--- src/hw/rtl/assert_macros.svh ---
// assertion macros for the deframer rtl
// no dependencies; included by files that carry concurrent checks
`ifndef ASSERT_MACROS_SVH
`define ASSERT_MACROS_SVH

// same-cycle implication
`define WSD_ASSERT_IMPL(label, clk, rst_n, ante, cons, msg) \
    label: assert property (@(posedge clk) disable iff (!rst_n) (ante) |-> (cons)) \
        else $error(msg);

// next-cycle implication
`define WSD_ASSERT_NEXT(label, clk, rst_n, ante, cons, msg) \
    label: assert property (@(posedge clk) disable iff (!rst_n) (ante) |=> (cons)) \
        else $error(msg);

`endif

--- src/hw/rtl/wsd_pkg.sv ---
// shared types and constants for the websocket frame deframer
// no dependencies
package wsd_pkg;

    typedef struct packed {
        logic [1:0] kind;
        logic [7:0] data;
        logic [3:0] op_tag;
        logic       is_control;
        logic       last;
        logic [2:0] error_code;
    } t_result;

    localparam logic [1:0] KIND_PAYLOAD   = 2'd0;
    localparam logic [1:0] KIND_EMPTY_END = 2'd1;
    localparam logic [1:0] KIND_ERROR     = 2'd2;

    localparam logic [2:0] ERR_NONE     = 3'd0;
    localparam logic [2:0] ERR_UNMASKED = 3'd1;
    localparam logic [2:0] ERR_BAD_CTRL = 3'd2;
    localparam logic [2:0] ERR_UNKNOWN  = 3'd3;
    localparam logic [2:0] ERR_ORPHAN   = 3'd4;

    localparam logic [3:0] OP_CONT   = 4'd0;
    localparam logic [3:0] OP_TEXT   = 4'd1;
    localparam logic [3:0] OP_BINARY = 4'd2;
    localparam logic [3:0] OP_CLOSE  = 4'd8;
    localparam logic [3:0] OP_PING   = 4'd9;
    localparam logic [3:0] OP_PONG   = 4'd10;

    localparam logic [6:0]  LEN16_CODE   = 7'd126;
    localparam logic [6:0]  LEN64_CODE   = 7'd127;
    localparam logic [63:0] MAX_CTRL_LEN = 64'd125;

    function automatic logic is_ctrl_op(input logic [3:0] op);
        return (op == OP_CLOSE) || (op == OP_PING) || (op == OP_PONG);
    endfunction

endpackage

--- src/hw/rtl/wsd_front.sv ---
// header parser and unmasker: takes one stream byte a cycle while i_ready is high, emits at most one result
// depends on wsd_pkg
module wsd_front import wsd_pkg::*; (
    input  logic       i_clk,
    input  logic       i_rst_n,
    input  logic       i_valid,
    input  logic [7:0] i_byte,
    input  logic       i_ready,
    output logic       o_ready,
    output logic       o_valid,
    output t_result    o_result,
    output logic       o_err
);

    localparam logic [2:0] PH_HDR0 = 3'd0;
    localparam logic [2:0] PH_HDR1 = 3'd1;
    localparam logic [2:0] PH_EXT  = 3'd2;
    localparam logic [2:0] PH_MASK = 3'd3;
    localparam logic [2:0] PH_BODY = 3'd4;

    logic [2:0]  r_phase, n_phase;
    logic        r_fin, n_fin;
    logic [3:0]  r_opcode, n_opcode;
    logic [2:0]  r_ext_cnt, n_ext_cnt;
    logic [63:0] r_rem, n_rem;
    logic [31:0] r_mask, n_mask;
    logic [1:0]  r_mask_idx, n_mask_idx;
    logic [3:0]  r_open_op, n_open_op;
    logic        r_have_open, n_have_open;
    logic        r_err, n_err;

    logic        accept;
    logic        emit;
    logic        check;
    logic        ctrl;
    logic        body_end;
    logic [2:0]  err_code;
    logic [7:0]  mask_byte;
    t_result     res;

    assign accept  = i_valid && i_ready;
    assign o_ready = i_ready;
    assign o_valid = accept && emit;
    assign o_result = res;
    assign o_err   = r_err;

    assign ctrl     = is_ctrl_op(r_opcode);
    assign body_end = (r_rem == 64'd1);

    always_comb begin
        case (r_mask_idx)
            2'd0:    mask_byte = r_mask[31:24];
            2'd1:    mask_byte = r_mask[23:16];
            2'd2:    mask_byte = r_mask[15:8];
            default: mask_byte = r_mask[7:0];
        endcase
    end

    always_comb begin
        n_phase     = r_phase;
        n_fin       = r_fin;
        n_opcode    = r_opcode;
        n_ext_cnt   = r_ext_cnt;
        n_rem       = r_rem;
        n_mask      = r_mask;
        n_mask_idx  = r_mask_idx;
        n_open_op   = r_open_op;
        n_have_open = r_have_open;
        n_err       = r_err;
        emit        = 1'b0;
        check       = 1'b0;
        err_code    = ERR_NONE;
        res         = '0;

        if (!r_err) begin
            unique case (r_phase)
                PH_HDR0: begin
                    n_fin    = i_byte[7];
                    n_opcode = i_byte[3:0];
                    n_phase  = PH_HDR1;
                end
                PH_HDR1: begin
                    if (!i_byte[7]) begin
                        err_code = ERR_UNMASKED;
                    end else if (i_byte[6:0] == LEN16_CODE) begin
                        n_rem     = '0;
                        n_ext_cnt = 3'd1;
                        n_phase   = PH_EXT;
                    end else if (i_byte[6:0] == LEN64_CODE) begin
                        n_rem     = '0;
                        n_ext_cnt = 3'd7;
                        n_phase   = PH_EXT;
                    end else begin
                        n_rem = {57'd0, i_byte[6:0]};
                        check = 1'b1;
                    end
                end
                PH_EXT: begin
                    n_rem = {r_rem[55:0], i_byte};
                    if (r_ext_cnt == 3'd0) begin
                        check = 1'b1;
                    end else begin
                        n_ext_cnt = r_ext_cnt - 3'd1;
                    end
                end
                PH_MASK: begin
                    n_mask = {r_mask[23:0], i_byte};
                    if (r_mask_idx != 2'd3) begin
                        n_mask_idx = r_mask_idx + 2'd1;
                    end else begin
                        n_mask_idx = 2'd0;
                        if (r_rem != 64'd0) begin
                            n_phase = PH_BODY;
                        end else begin
                            n_phase = PH_HDR0;
                            if (ctrl) begin
                                emit           = 1'b1;
                                res.kind       = KIND_EMPTY_END;
                                res.op_tag     = r_opcode;
                                res.is_control = 1'b1;
                                res.last       = 1'b1;
                            end else if (r_fin) begin
                                emit           = 1'b1;
                                res.kind       = KIND_EMPTY_END;
                                res.op_tag     = r_open_op;
                                res.last       = 1'b1;
                                n_have_open    = 1'b0;
                            end
                        end
                    end
                end
                PH_BODY: begin
                    n_mask_idx     = r_mask_idx + 2'd1;
                    n_rem          = r_rem - 64'd1;
                    emit           = 1'b1;
                    res.kind       = KIND_PAYLOAD;
                    res.data       = i_byte ^ mask_byte;
                    res.op_tag     = ctrl ? r_opcode : r_open_op;
                    res.is_control = ctrl;
                    res.last       = body_end && (ctrl || r_fin);
                    if (body_end) begin
                        n_phase = PH_HDR0;
                        if (!ctrl && r_fin) begin
                            n_have_open = 1'b0;
                        end
                    end
                end
                default: begin
                    n_phase = PH_HDR0;
                end
            endcase
        end

        // frame checks once the length is known
        if (check) begin
            if (ctrl) begin
                if ((n_rem > MAX_CTRL_LEN) || !r_fin) begin
                    err_code = ERR_BAD_CTRL;
                end
            end else if ((r_opcode == OP_TEXT) || (r_opcode == OP_BINARY)) begin
                n_open_op   = r_opcode;
                n_have_open = 1'b1;
            end else if (r_opcode == OP_CONT) begin
                if (!r_have_open) begin
                    err_code = ERR_ORPHAN;
                end
            end else begin
                err_code = ERR_UNKNOWN;
            end
            if (err_code == ERR_NONE) begin
                n_phase    = PH_MASK;
                n_mask_idx = 2'd0;
            end
        end

        if (err_code != ERR_NONE) begin
            n_err          = 1'b1;
            emit           = 1'b1;
            res            = '0;
            res.kind       = KIND_ERROR;
            res.error_code = err_code;
        end
    end

    always_ff @(posedge i_clk) begin
        if (!i_rst_n) begin
            r_phase     <= PH_HDR0;
            r_fin       <= 1'b0;
            r_opcode    <= 4'd0;
            r_ext_cnt   <= 3'd0;
            r_rem       <= 64'd0;
            r_mask      <= 32'd0;
            r_mask_idx  <= 2'd0;
            r_open_op   <= 4'd0;
            r_have_open <= 1'b0;
            r_err       <= 1'b0;
        end else if (accept) begin
            r_phase     <= n_phase;
            r_fin       <= n_fin;
            r_opcode    <= n_opcode;
            r_ext_cnt   <= n_ext_cnt;
            r_rem       <= n_rem;
            r_mask      <= n_mask;
            r_mask_idx  <= n_mask_idx;
            r_open_op   <= n_open_op;
            r_have_open <= n_have_open;
            r_err       <= n_err;
        end
    end

endmodule

--- src/hw/rtl/wsd_queue.sv ---
// short result queue between the parser and the output stage
// depends on wsd_pkg
module wsd_queue import wsd_pkg::*; #(
    parameter int DEPTH = 4
) (
    input  logic    i_clk,
    input  logic    i_rst_n,
    input  logic    i_valid,
    input  t_result i_item,
    output logic    o_ready,
    output logic    o_valid,
    output t_result o_item,
    input  logic    i_ready
);

    localparam int AW = $clog2(DEPTH);
    localparam int CW = $clog2(DEPTH + 1);

    t_result         r_mem [DEPTH];
    logic [AW-1:0]   r_wr, r_rd;
    logic [CW-1:0]   r_count;
    logic            push, pop;

    assign o_ready = (r_count != CW'(DEPTH));
    assign o_valid = (r_count != '0);
    assign o_item  = r_mem[r_rd];
    assign push    = i_valid && o_ready;
    assign pop     = o_valid && i_ready;

    always_ff @(posedge i_clk) begin
        if (push) begin
            r_mem[r_wr] <= i_item;
        end
    end

    always_ff @(posedge i_clk) begin
        if (!i_rst_n) begin
            r_wr    <= '0;
            r_rd    <= '0;
            r_count <= '0;
        end else begin
            if (push) begin
                r_wr <= (r_wr == AW'(DEPTH - 1)) ? '0 : r_wr + AW'(1);
            end
            if (pop) begin
                r_rd <= (r_rd == AW'(DEPTH - 1)) ? '0 : r_rd + AW'(1);
            end
            if (push && !pop) begin
                r_count <= r_count + CW'(1);
            end else if (pop && !push) begin
                r_count <= r_count - CW'(1);
            end
        end
    end

endmodule

--- src/hw/rtl/wsd_back.sv ---
// output register stage: pulls results from the queue and holds them for the sink
// depends on wsd_pkg
module wsd_back import wsd_pkg::*; (
    input  logic    i_clk,
    input  logic    i_rst_n,
    input  logic    i_valid,
    input  t_result i_item,
    output logic    o_ready,
    output logic    o_valid,
    output t_result o_item,
    input  logic    i_ready
);

    logic    r_valid;
    t_result r_item;

    assign o_ready = !r_valid || i_ready;
    assign o_valid = r_valid;
    assign o_item  = r_item;

    always_ff @(posedge i_clk) begin
        if (o_ready && i_valid) begin
            r_item <= i_item;
        end
    end

    always_ff @(posedge i_clk) begin
        if (!i_rst_n) begin
            r_valid <= 1'b0;
        end else if (o_ready) begin
            r_valid <= i_valid;
        end
    end

endmodule

--- src/hw/rtl/websocket_frame_deframer_top.sv ---
// top level of the websocket client frame deframer
// depends on wsd_pkg, wsd_front, wsd_queue, wsd_back and assert_macros.svh
//
// Receives a client-to-server WebSocket byte stream, one byte per word, and
// returns unmasked payload bytes tagged with the message or control opcode,
// empty-end words for zero-length endings and a single error word on the
// first bad frame, after which all input is swallowed until reset. Input is
// taken at one byte per clock while the queue has room: the header parser
// updates its state and unmasks in the cycle a byte is accepted, so a new
// byte can follow every cycle. A result passes through the queue and then
// the output register: the queue is written at the edge that accepts its
// byte, and the output register loads it from the queue when it has room.
// The queue holds QUEUE_DEPTH words and the output register one more, so
// the input keeps flowing for QUEUE_DEPTH + 1 results while the sink
// stalls; every byte, even one that gives no result (header, length, mask),
// is taken only while the queue has room.
`include "assert_macros.svh"

module websocket_frame_deframer_top import wsd_pkg::*; #(
    parameter int QUEUE_DEPTH = 4
) (
    input  logic        i_clk,
    input  logic        i_rst_n,
    input  logic        i_s_axis_tvalid,
    output logic        o_s_axis_tready,
    input  logic [7:0]  i_s_axis_tdata,   // rx_byte[7:0]
    output logic        o_m_axis_tvalid,
    input  logic        i_m_axis_tready,
    output logic [15:0] o_m_axis_tdata,   // data[7:0], op_tag[11:8], error_code[14:12], pad
    output logic [2:0]  o_m_axis_tuser,   // kind[1:0], is_control[2]
    output logic        o_m_axis_tlast
);

    logic    front_valid, front_err;
    t_result front_item;
    logic    q_ready, q_valid;
    t_result q_item;
    logic    back_ready;
    t_result out_item;

    wsd_front u_front (
        .i_clk    (i_clk),
        .i_rst_n  (i_rst_n),
        .i_valid  (i_s_axis_tvalid),
        .i_byte   (i_s_axis_tdata),
        .i_ready  (q_ready),
        .o_ready  (o_s_axis_tready),
        .o_valid  (front_valid),
        .o_result (front_item),
        .o_err    (front_err)
    );

    wsd_queue #(
        .DEPTH (QUEUE_DEPTH)
    ) u_queue (
        .i_clk   (i_clk),
        .i_rst_n (i_rst_n),
        .i_valid (front_valid),
        .i_item  (front_item),
        .o_ready (q_ready),
        .o_valid (q_valid),
        .o_item  (q_item),
        .i_ready (back_ready)
    );

    wsd_back u_back (
        .i_clk   (i_clk),
        .i_rst_n (i_rst_n),
        .i_valid (q_valid),
        .i_item  (q_item),
        .o_ready (back_ready),
        .o_valid (o_m_axis_tvalid),
        .o_item  (out_item),
        .i_ready (i_m_axis_tready)
    );

    assign o_m_axis_tdata = {1'b0, out_item.error_code, out_item.op_tag, out_item.data};
    assign o_m_axis_tuser = {out_item.is_control, out_item.kind};
    assign o_m_axis_tlast = out_item.last;

    `WSD_ASSERT_IMPL(a_silent_after_error, i_clk, i_rst_n, front_err, !front_valid, "result after error")
    `WSD_ASSERT_NEXT(a_error_sticky, i_clk, i_rst_n, front_err, front_err, "error flag cleared")
    `WSD_ASSERT_IMPL(a_error_word_code, i_clk, i_rst_n, o_m_axis_tvalid && (o_m_axis_tuser[1:0] == KIND_ERROR), o_m_axis_tdata[14:12] != ERR_NONE, "error word without code")

endmodule

--- config.mk ---
export PLATFORM = sky130hd
export DESIGN_NAME = websocket_frame_deframer_top
export DESIGN_NICKNAME = d
export VERILOG_FILES = /design/src/hw/rtl/wsd_pkg.sv /design/src/hw/rtl/wsd_front.sv /design/src/hw/rtl/wsd_queue.sv /design/src/hw/rtl/wsd_back.sv /design/src/hw/rtl/websocket_frame_deframer_top.sv
export VERILOG_INCLUDE_DIRS = /design/src /design/src/hw/rtl
export SDC_FILE = /design/constraint.sdc
export NUM_CORES = 1
export LEC_CHECK = 0
export ABC_AREA = 1
export BUFFER_PORTS_ARGS = -buffer_cell sky130_fd_sc_hd__buf_2
export CAP_MARGIN = 10
export CORE_MARGIN = 3
export CORE_UTILIZATION = 30
export DETAILED_ROUTE_END_ITERATION = 7
export PLACE_DENSITY = 0.53
export RECOVER_POWER = 25
export SETUP_SLACK_MARGIN = 0.2
export SYNTH_ARGS = -nofsm -noshare
export SYNTH_HDL_FRONTEND = slang
export SYNTH_SLANG_ARGS = --single-unit
--- constraint.sdc ---
create_clock -name i_clk -period 5.1 [get_ports i_clk]
set_input_delay 0.51 -clock i_clk [delete_from_list [all_inputs] [get_ports i_clk]]
set_output_delay 0.51 -clock i_clk [all_outputs]
set_load 0.03 [all_outputs]
* Word-level counts from Yosys, hierarchy flattened
Memory sizes are Yosys's and may differ from the RTL's. A register that Yosys moved wholly into a read port is not among the register bits.
Cells that the tools add are included.
** Operators by class
- Equal/unequal tests :: 21
- Multiplexer cells :: 81
- Shifts and indexed selects :: 0
- Reductions and logical operators :: 34
- Magnitude comparators :: 1
- Multipliers :: 0
- Bitwise gates (word level) :: 3
- $add $sub $neg :: 7
- Div/mod/pow operators :: 0
** Operators by type and width (number)
- 64-bit two-way mux :: 3
- 64-bit one-hot mux with 3 select lines :: 1
- 3-bit two-way mux :: 24
- 64-bit by 1-bit equality test with 1-bit output (second input constant) :: 1
- 64-bit by 7-bit > comparator with 1-bit output (second input constant) :: 1
- 64-bit nonzero test :: 1
- 64-bit by 1-bit subtractor with 64-bit output (second input constant) :: 1
- 1-bit two-way mux :: 27
- 8-bit one-hot mux with 3 select lines :: 1
- 19-bit two-way mux :: 1
- 2-bit two-way mux :: 9
- 16-bit two-way mux :: 1
- 3-bit one-hot mux with 5 select lines :: 1
- 7-bit equality test (second input constant) :: 2
- 4-bit equality test (second input constant) :: 3
- 4-bit two-way mux :: 3
- 6-bit two-way mux :: 2
- 6-bit one-hot mux with 2 select lines :: 1
- 3-bit zero test :: 3
- 1-bit logical AND :: 8
- 8-bit two-way mux :: 1
- 8-bit bitwise XOR :: 1
- 7-bit two-way mux :: 1
- 2-bit by 1-bit adder with 2-bit output (second input constant) :: 3
- other kinds (26) :: 47
** Word-level totals
- Register bits after elaboration :: 123
- Memories :: 1
- Output and inout bits :: 22
- Memory bits (writable) :: 76
- ROM bits :: 0
- Input bits :: 12
- Bits in latches :: 0
** Memory list
- u_queue.r_mem :: words 4, width 19, rd ports 1, clocked after memory_dff 1, write ports 1, RTL line wsd_queue.sv:19 : t_result r_mem [DEPTH];

* Longest topological paths before layout
- Depth in word-level cells :: 20
- Mapped depth :: 30

* By module
Synthesis repeated with hierarchy kept, for this count alone.
** Unflattened totals
- Cell total of the unflattened synthesis :: 1795
- Area, all modules :: 12679.7 µm²
** By module, submodules not included
- wsd_front :: area an instance 8692.1 µm², instances 1, cells an instance 1513, seq. area each 2302.2 µm²
- wsd_queue :: area an instance 3354.5 µm², instances 1, cells an instance 254, seq. area each 2462.4 µm²
- wsd_back :: area an instance 621.8 µm², instances 1, cells an instance 26, seq. area each 590.6 µm²
- websocket_frame_deframer_top :: area an instance 11.3 µm², instances 1, cells an instance 2, seq. area each 0.0 µm²

* Least setup slack after synthesis
No wires, ideal clock.
- Path type :: reg-to-reg
- Start point :: reg u_front.r_rem[0]
- End point :: mem u_queue.r_mem[0][0] (netlist bit), enable pin
- Cell stages (with the launch flop) :: 21
- Path slack :: 1.718 ns
- Data arrival time :: 2.987 ns
- Period minus slack after synthesis :: 3.382 ns
- Library setup time :: 0.395 ns
- Cell sequence :: dfxtp_1 inv_1 ha_1 nand2_4 nor2_8 nand2_2 nor2_2 a21oi_1 o21ai_1 nand2_1 nand3_1 nor2_1 nand2_1 nor2_2 nand3_2 nand2_2 nand2_2 nand2_4 nand4_4 nand2_2 nor2_1
** Between the ends
- Cells in the longest elaborated chain, start to end :: 15
- Elaborated cells between the ends (all ways) :: 21
- Classes of those cells :: add/sub (1); order compare (1); mux (14); reduce/logical (5)
** Ends and longest elaborated chain
- start, declared :: RTL line wsd_front.sv:25 : logic [63:0] r_rem, n_rem;
- start signal, assigned :: RTL line wsd_front.sv:202 : r_rem <= n_rem;
- 64-bit by 1-bit subtractor with 64-bit output / 64-bit two-way mux (equally long branches) :: RTL line wsd_front.sv:134, wsd_front.sv:83
- 64-bit one-hot mux with 3 select lines :: RTL line wsd_front.sv:76 : unique case (r_phase)
- 64-bit two-way mux :: RTL line wsd_front.sv:75 : if (!r_err) begin
- 64-bit by 7-bit > comparator with 1-bit output :: RTL line wsd_front.sv:157 : if ((n_rem > MAX_CTRL_LEN) || !r_fin) begin
- 1-bit logical OR :: RTL line wsd_front.sv:157
- 3-bit two-way mux :: RTL line wsd_front.sv:157
- 3-bit two-way mux :: RTL line wsd_front.sv:156 : if (ctrl) begin
- 3-bit two-way mux (2 in a row) :: RTL line wsd_front.sv:155 : if (check) begin
- 3-bit nonzero test :: RTL line wsd_front.sv:176 : if (err_code != ERR_NONE) begin
- 1-bit two-way mux * :: RTL line wsd_front.sv:176
- 1-bit logical AND * :: RTL line wsd_front.sv:43 : assign o_valid = accept && emit;
- 1-bit logical AND * :: RTL line wsd_queue.sv:27 : assign push = i_valid && o_ready;
- 1-bit two-way mux * :: RTL line wsd_queue.sv:31 : if (push) begin
- 1-bit two-way mux (not written as such) * :: RTL line wsd_queue.sv:32 : r_mem[r_wr] <= i_item;
- end, declared :: RTL line wsd_queue.sv:19
Mark *: on every way between the ends. The rest lies on a longest branch, timed or not. The select of a mux whose other input is x is not followed.

* Worst setup path after layout
- Start point :: reg u_front.r_phase[0]
- End point :: reg u_queue.r_count[2]
** Between the ends
- Cells in the longest elaborated chain, start to end :: 16
- Elaborated cells between the ends (all ways) :: 30
- Classes of those cells :: order compare (1); eq/ne (4); mux (17); reduce/logical (8)
** Ends and longest elaborated chain
- start, declared :: RTL line wsd_front.sv:21 : logic [2:0] r_phase, n_phase;
- start signal, assigned :: RTL line wsd_front.sv:198 : r_phase <= n_phase;
- 3-bit equality test, or another cell as far along :: RTL line wsd_front.sv:76
- 64-bit one-hot mux with 3 select lines / 3-bit two-way mux (equally long branches) :: RTL line wsd_front.sv:76
- 64-bit two-way mux / 3-bit two-way mux (equally long branches) :: RTL line wsd_front.sv:75
- 64-bit by 7-bit > comparator with 1-bit output / 3-bit two-way mux (equally long branches) :: RTL line wsd_front.sv:157, wsd_front.sv:164
- 1-bit logical OR / 3-bit two-way mux (equally long branches) :: RTL line wsd_front.sv:157, wsd_front.sv:163
- 3-bit two-way mux, on equally long branches :: RTL line wsd_front.sv:157, wsd_front.sv:160
- 3-bit two-way mux :: RTL line wsd_front.sv:156
- 3-bit two-way mux (2 in a row) :: RTL line wsd_front.sv:155
- 3-bit nonzero test :: RTL line wsd_front.sv:176
- 1-bit two-way mux * :: RTL line wsd_front.sv:176
- 1-bit logical AND * :: RTL line wsd_front.sv:43
- 1-bit logical AND * :: RTL line wsd_queue.sv:27
- net u_queue.push :: RTL line wsd_queue.sv:22 : logic push, pop;
- 1-bit zero test :: RTL line wsd_queue.sv:50 : end else if (pop && !push) begin
- 1-bit logical AND :: RTL line wsd_queue.sv:50
- 2-bit nonzero test (no source line)
- end signal, assigned :: RTL line wsd_queue.sv:49 : r_count <= r_count + CW'(1);
- end signal, assigned :: RTL line wsd_queue.sv:51 : r_count <= r_count - CW'(1);
- end, declared :: RTL line wsd_queue.sv:21 : logic [CW-1:0] r_count;
The timed path passes the listed nets; every way through them passes the cells marked *. The select of a mux whose other input is x is not followed.
A chain may end at the register's enable or synchronous reset.

==> reports/metrics.cfg <==
[sta]
slew_headroom=-0.139
worst_pin_slew_ps=1710
fin_ws_ps=700
final-max-slew-violation-count=42
fin_tns_setup_ps=0
period_needed_ps=4400
hold_viol_final=0
clock-skew-final_ps=22.9
fin_crit_sh=0.863
setup_viol=0
fmaxAchievable_ghz=0.227
rsz0062_at_grt=false

[power]
p_comb_frac=0.371
swShare=0.412
total_power_w=0.00661
cellPowerDensity_mw_per_mm2=469
vdd_drop_max_uv=224
internal_power_w=0.00389
p_seq_frac=0.344
p_leak_nw=5.92
p_clk_frac=0.285
p_switching_w=0.00272

[flow_run]
maxCapViolations=1

[layout]
nets=1798
final_cell_area_mm2=0.0141
antenna_cells=0
regArea_mm2=0.00532
postLayoutCoreUtil=0.344
syn_to_final_growth_pct=12.6
fillers=4386
multi_input_area_mm2=0.00635
drive_gt1_frac=0.0799

[floorplanning]
rows=74
die_h_um=210
ios=34
initial_core_util=0.305
die_x_um=210
design.core.area_mm2=0.0410
dieArea_mm2=0.0442

[status]
violations=capacitance limit, slew limit
status=finished, violations left

[clock_network]
cts.path.max_buffers=3
clockRootBuffer=clkbuf_16
clock_sinks=218
ctsHoldBuffers=0
ctsResizeCount=0
worstSkewPairLatency_ps=560
cts_buffers=26
cts-htree-levels=1
cts.clk_slew.worst_paths_ps=60
tritoncts=done
post-cts-setup-buffer-count=0

[placement]
placed_cell_area_mm2=0.0133
post-place-ws_ps=783
place.gp.congestion=0.948
hpwl_mm=28.1
port_buffers=32

[drt]
finalWirelength_mm=40.4
vias_per_cell=5.15
drt_iter0_markers=906
via_count=11956
firstDrtPassIters=5
ant_nets=0
wire_per_inst_um=17.4
drc=0

[worst_setup_path]
worstPathRequired_ps=5530
crit_path_end_kind=flop
crit_type=reg2reg
critPathMaxFanout=52
critical_path_arrival_ps=4830
startpoint_type=flop

[grt]
grt_pass1_vias=10831
grt_overflow=0
grt_usage=0.178
antenna_found_initial=1
grt_max_degree=68
grt_pass1_wl_mm=62.9

[synth]
syn_area_mm2=0.0125
syn_area_per_cell_um2=7.11
synth-seq-cells=218
ys.flop_type=dfxtp_1
synth_cells=1761
yosysTopAreaCell=edfxtp_1
ys_async_sr_fraction=0
yosysWarnings=0
synth_top_area_frac=0.228
yosys-top-cells-area=edfxtp_1 (23%), dfxtp_1 (20%), nand2_1 (13%)
synth.distinct_cells=51
syn-num-nets=1788
ys_seq_area_frac=0.424
synth_edf_count=95

[hold_path]
min_path_type=in2reg

[critical path: stages, from the launching register on]
cell and delay [ps]:
dfxtp_1 340, nor2_1 150, nand2_1 340, nand3_1 280
nand2_2 230, inv_2 360, buf_12 290, nand2_1 120
nand2_1 80, nor2_1 40, nand2_1 120, nor2_1 60
nand2_1 80, nor2_2 60, nand3_2 70, nand2_2 50
nand2_2 100, nand2_4 80, nand4_4 120, nand2_2 120
inv_1 70, ha_1 130, inv_1 70, fa_1 380
a21oi_1 160, o21ai_0 120, o21ai_0 170, a21oi_1 50
[per-stage QoR]
stage | hold WS [ps] | std cells
3_3_place_gp | 432 | 2275
6_report | 301 | 2322
5_1_grt | 315 | 2322
3_5_place_dp | 430 | 2275
4_1_cts | 280 | 2322
2_1_floorplan | 415 | 1761
[cell usage after synthesis, drive strengths merged, types with 3 or more instances]
master / number
a31oi: 10
nor3: 8
nor2: 322
nand3: 152
clkbuf: 51
xor2: 10
o41ai: 10
buf: 24
nand2: 443
o21bai: 11
inv: 148
dfxtp: 123
o21ai: 162
and2: 5
edfxtp: 95
a21oi: 108
o22ai: 22
o211ai: 4
ha: 14
nand4: 12
clkinv: 3
[final cells by class]
cell class	instances	area share
multi-input combinational	1317	0.451
sequential	218	0.377
clock buffer	38	0.0529
tap	532	0.0472
inverter	151	0.0404
timing repair buffer	57	0.0238
clock inverter	9	0.00817
[cells by family after synthesis]
logic type / share of synthesized area
AO/OA/AOI/OAI: 0.150
XOR/XNOR: 0.00699
adder cells (fa/ha/maj): 0.0156
buffers and inverters: 0.0692
flip-flops: 0.424
multiplexers: 0.000799
other: 0.000299
AND/OR/NAND/NOR: 0.332
[flip-flops by register name, summed over array words and instances, names as in the netlist]
name                 cells
u_front.r_phase          3
u_back.o_valid           1
u_front.r_mask_idx       2
u_front.r_ext_cnt        3
u_queue.r_wr             2
u_back.o_item           19
u_front.r_open_op        4
u_queue.r_rd             2
u_front.o_err            1
u_queue.r_mem           76
u_queue.r_count          3
u_front.r_have_open      1
u_front.r_mask          32
u_front.r_rem           64
u_front.r_fin            1
u_front.r_opcode         4
[cells in the final DEF, fill, tap and decap left out, types with 4 or more instances in the layout]
master / Yosys / routed
nand2_1: 422 / 422
nor2_1: 292 / 288
o21ai_0: 149 / 149
nand3_1: 148 / 148
inv_1: 143 / 140
dfxtp_1: 123 / 123
a21oi_1: 106 / 106
edfxtp_1: 95 / 95
clkbuf_1: 51 / 31
clkbuf_16: 0 / 26
o22ai_1: 22 / 22
buf_4: 2 / 20
nor2_2: 12 / 17
ha_1: 14 / 14
o21ai_1: 13 / 13
nor2_4: 13 / 12
nand2_2: 12 / 12
o21bai_1: 11 / 11
nand4_1: 11 / 11
buf_2: 9 / 11
o41ai_1: 10 / 10
xor2_1: 10 / 10
nand2_4: 9 / 9
a31oi_1: 10 / 9
nor3_1: 8 / 8
inv_2: 5 / 6
nor2_8: 5 / 5
clkinv_1: 3 / 5
and2_1: 5 / 5
clkbuf_8: 0 / 5
nand3_2: 4 / 4
o211ai_1: 4 / 4
[power groups by stage]
stage / Combinational (W) / Sequential (W) / Clock [W]
floorplan: 0.00159 / 0.00244 / 0
global placement: 0.00246 / 0.00230 / 0
detailed placement: 0.00248 / 0.00230 / 0
CTS: 0.00248 / 0.00226 / 0.00193
global route: 0.00272 / 0.00229 / 0.00199
finish: 0.00245 / 0.00227 / 0.00188
[path summary, 6_finish.rpt]
path,start,to,slack [ps],cells after the start
hold reg to reg,u_front.r_open_op[2],u_front.r_open_op[2],440,2
setup / recovery,u_front.r_phase[0],u_queue.r_count[2],700,27
setup reg to reg,u_front.r_phase[0],u_queue.r_count[2],700,27
hold / removal,i_s_axis_tdata[5],u_front.r_mask[5],300,3
[metal layers]
layer / part of all wire / GRT usage / vias up / routed length, um
met5: 0 / 0 / - / 0
met4: 0.027 / 0.0493 / 0 / 1080
met3: 0.068 / 0.0302 / 74 / 2740
met2: 0.45 / 0.287 / 398 / 18100
met1: 0.46 / 0.247 / 5609 / 18500
li1: - / - / 5875 / -
Power figures use the tool's default switching activity.
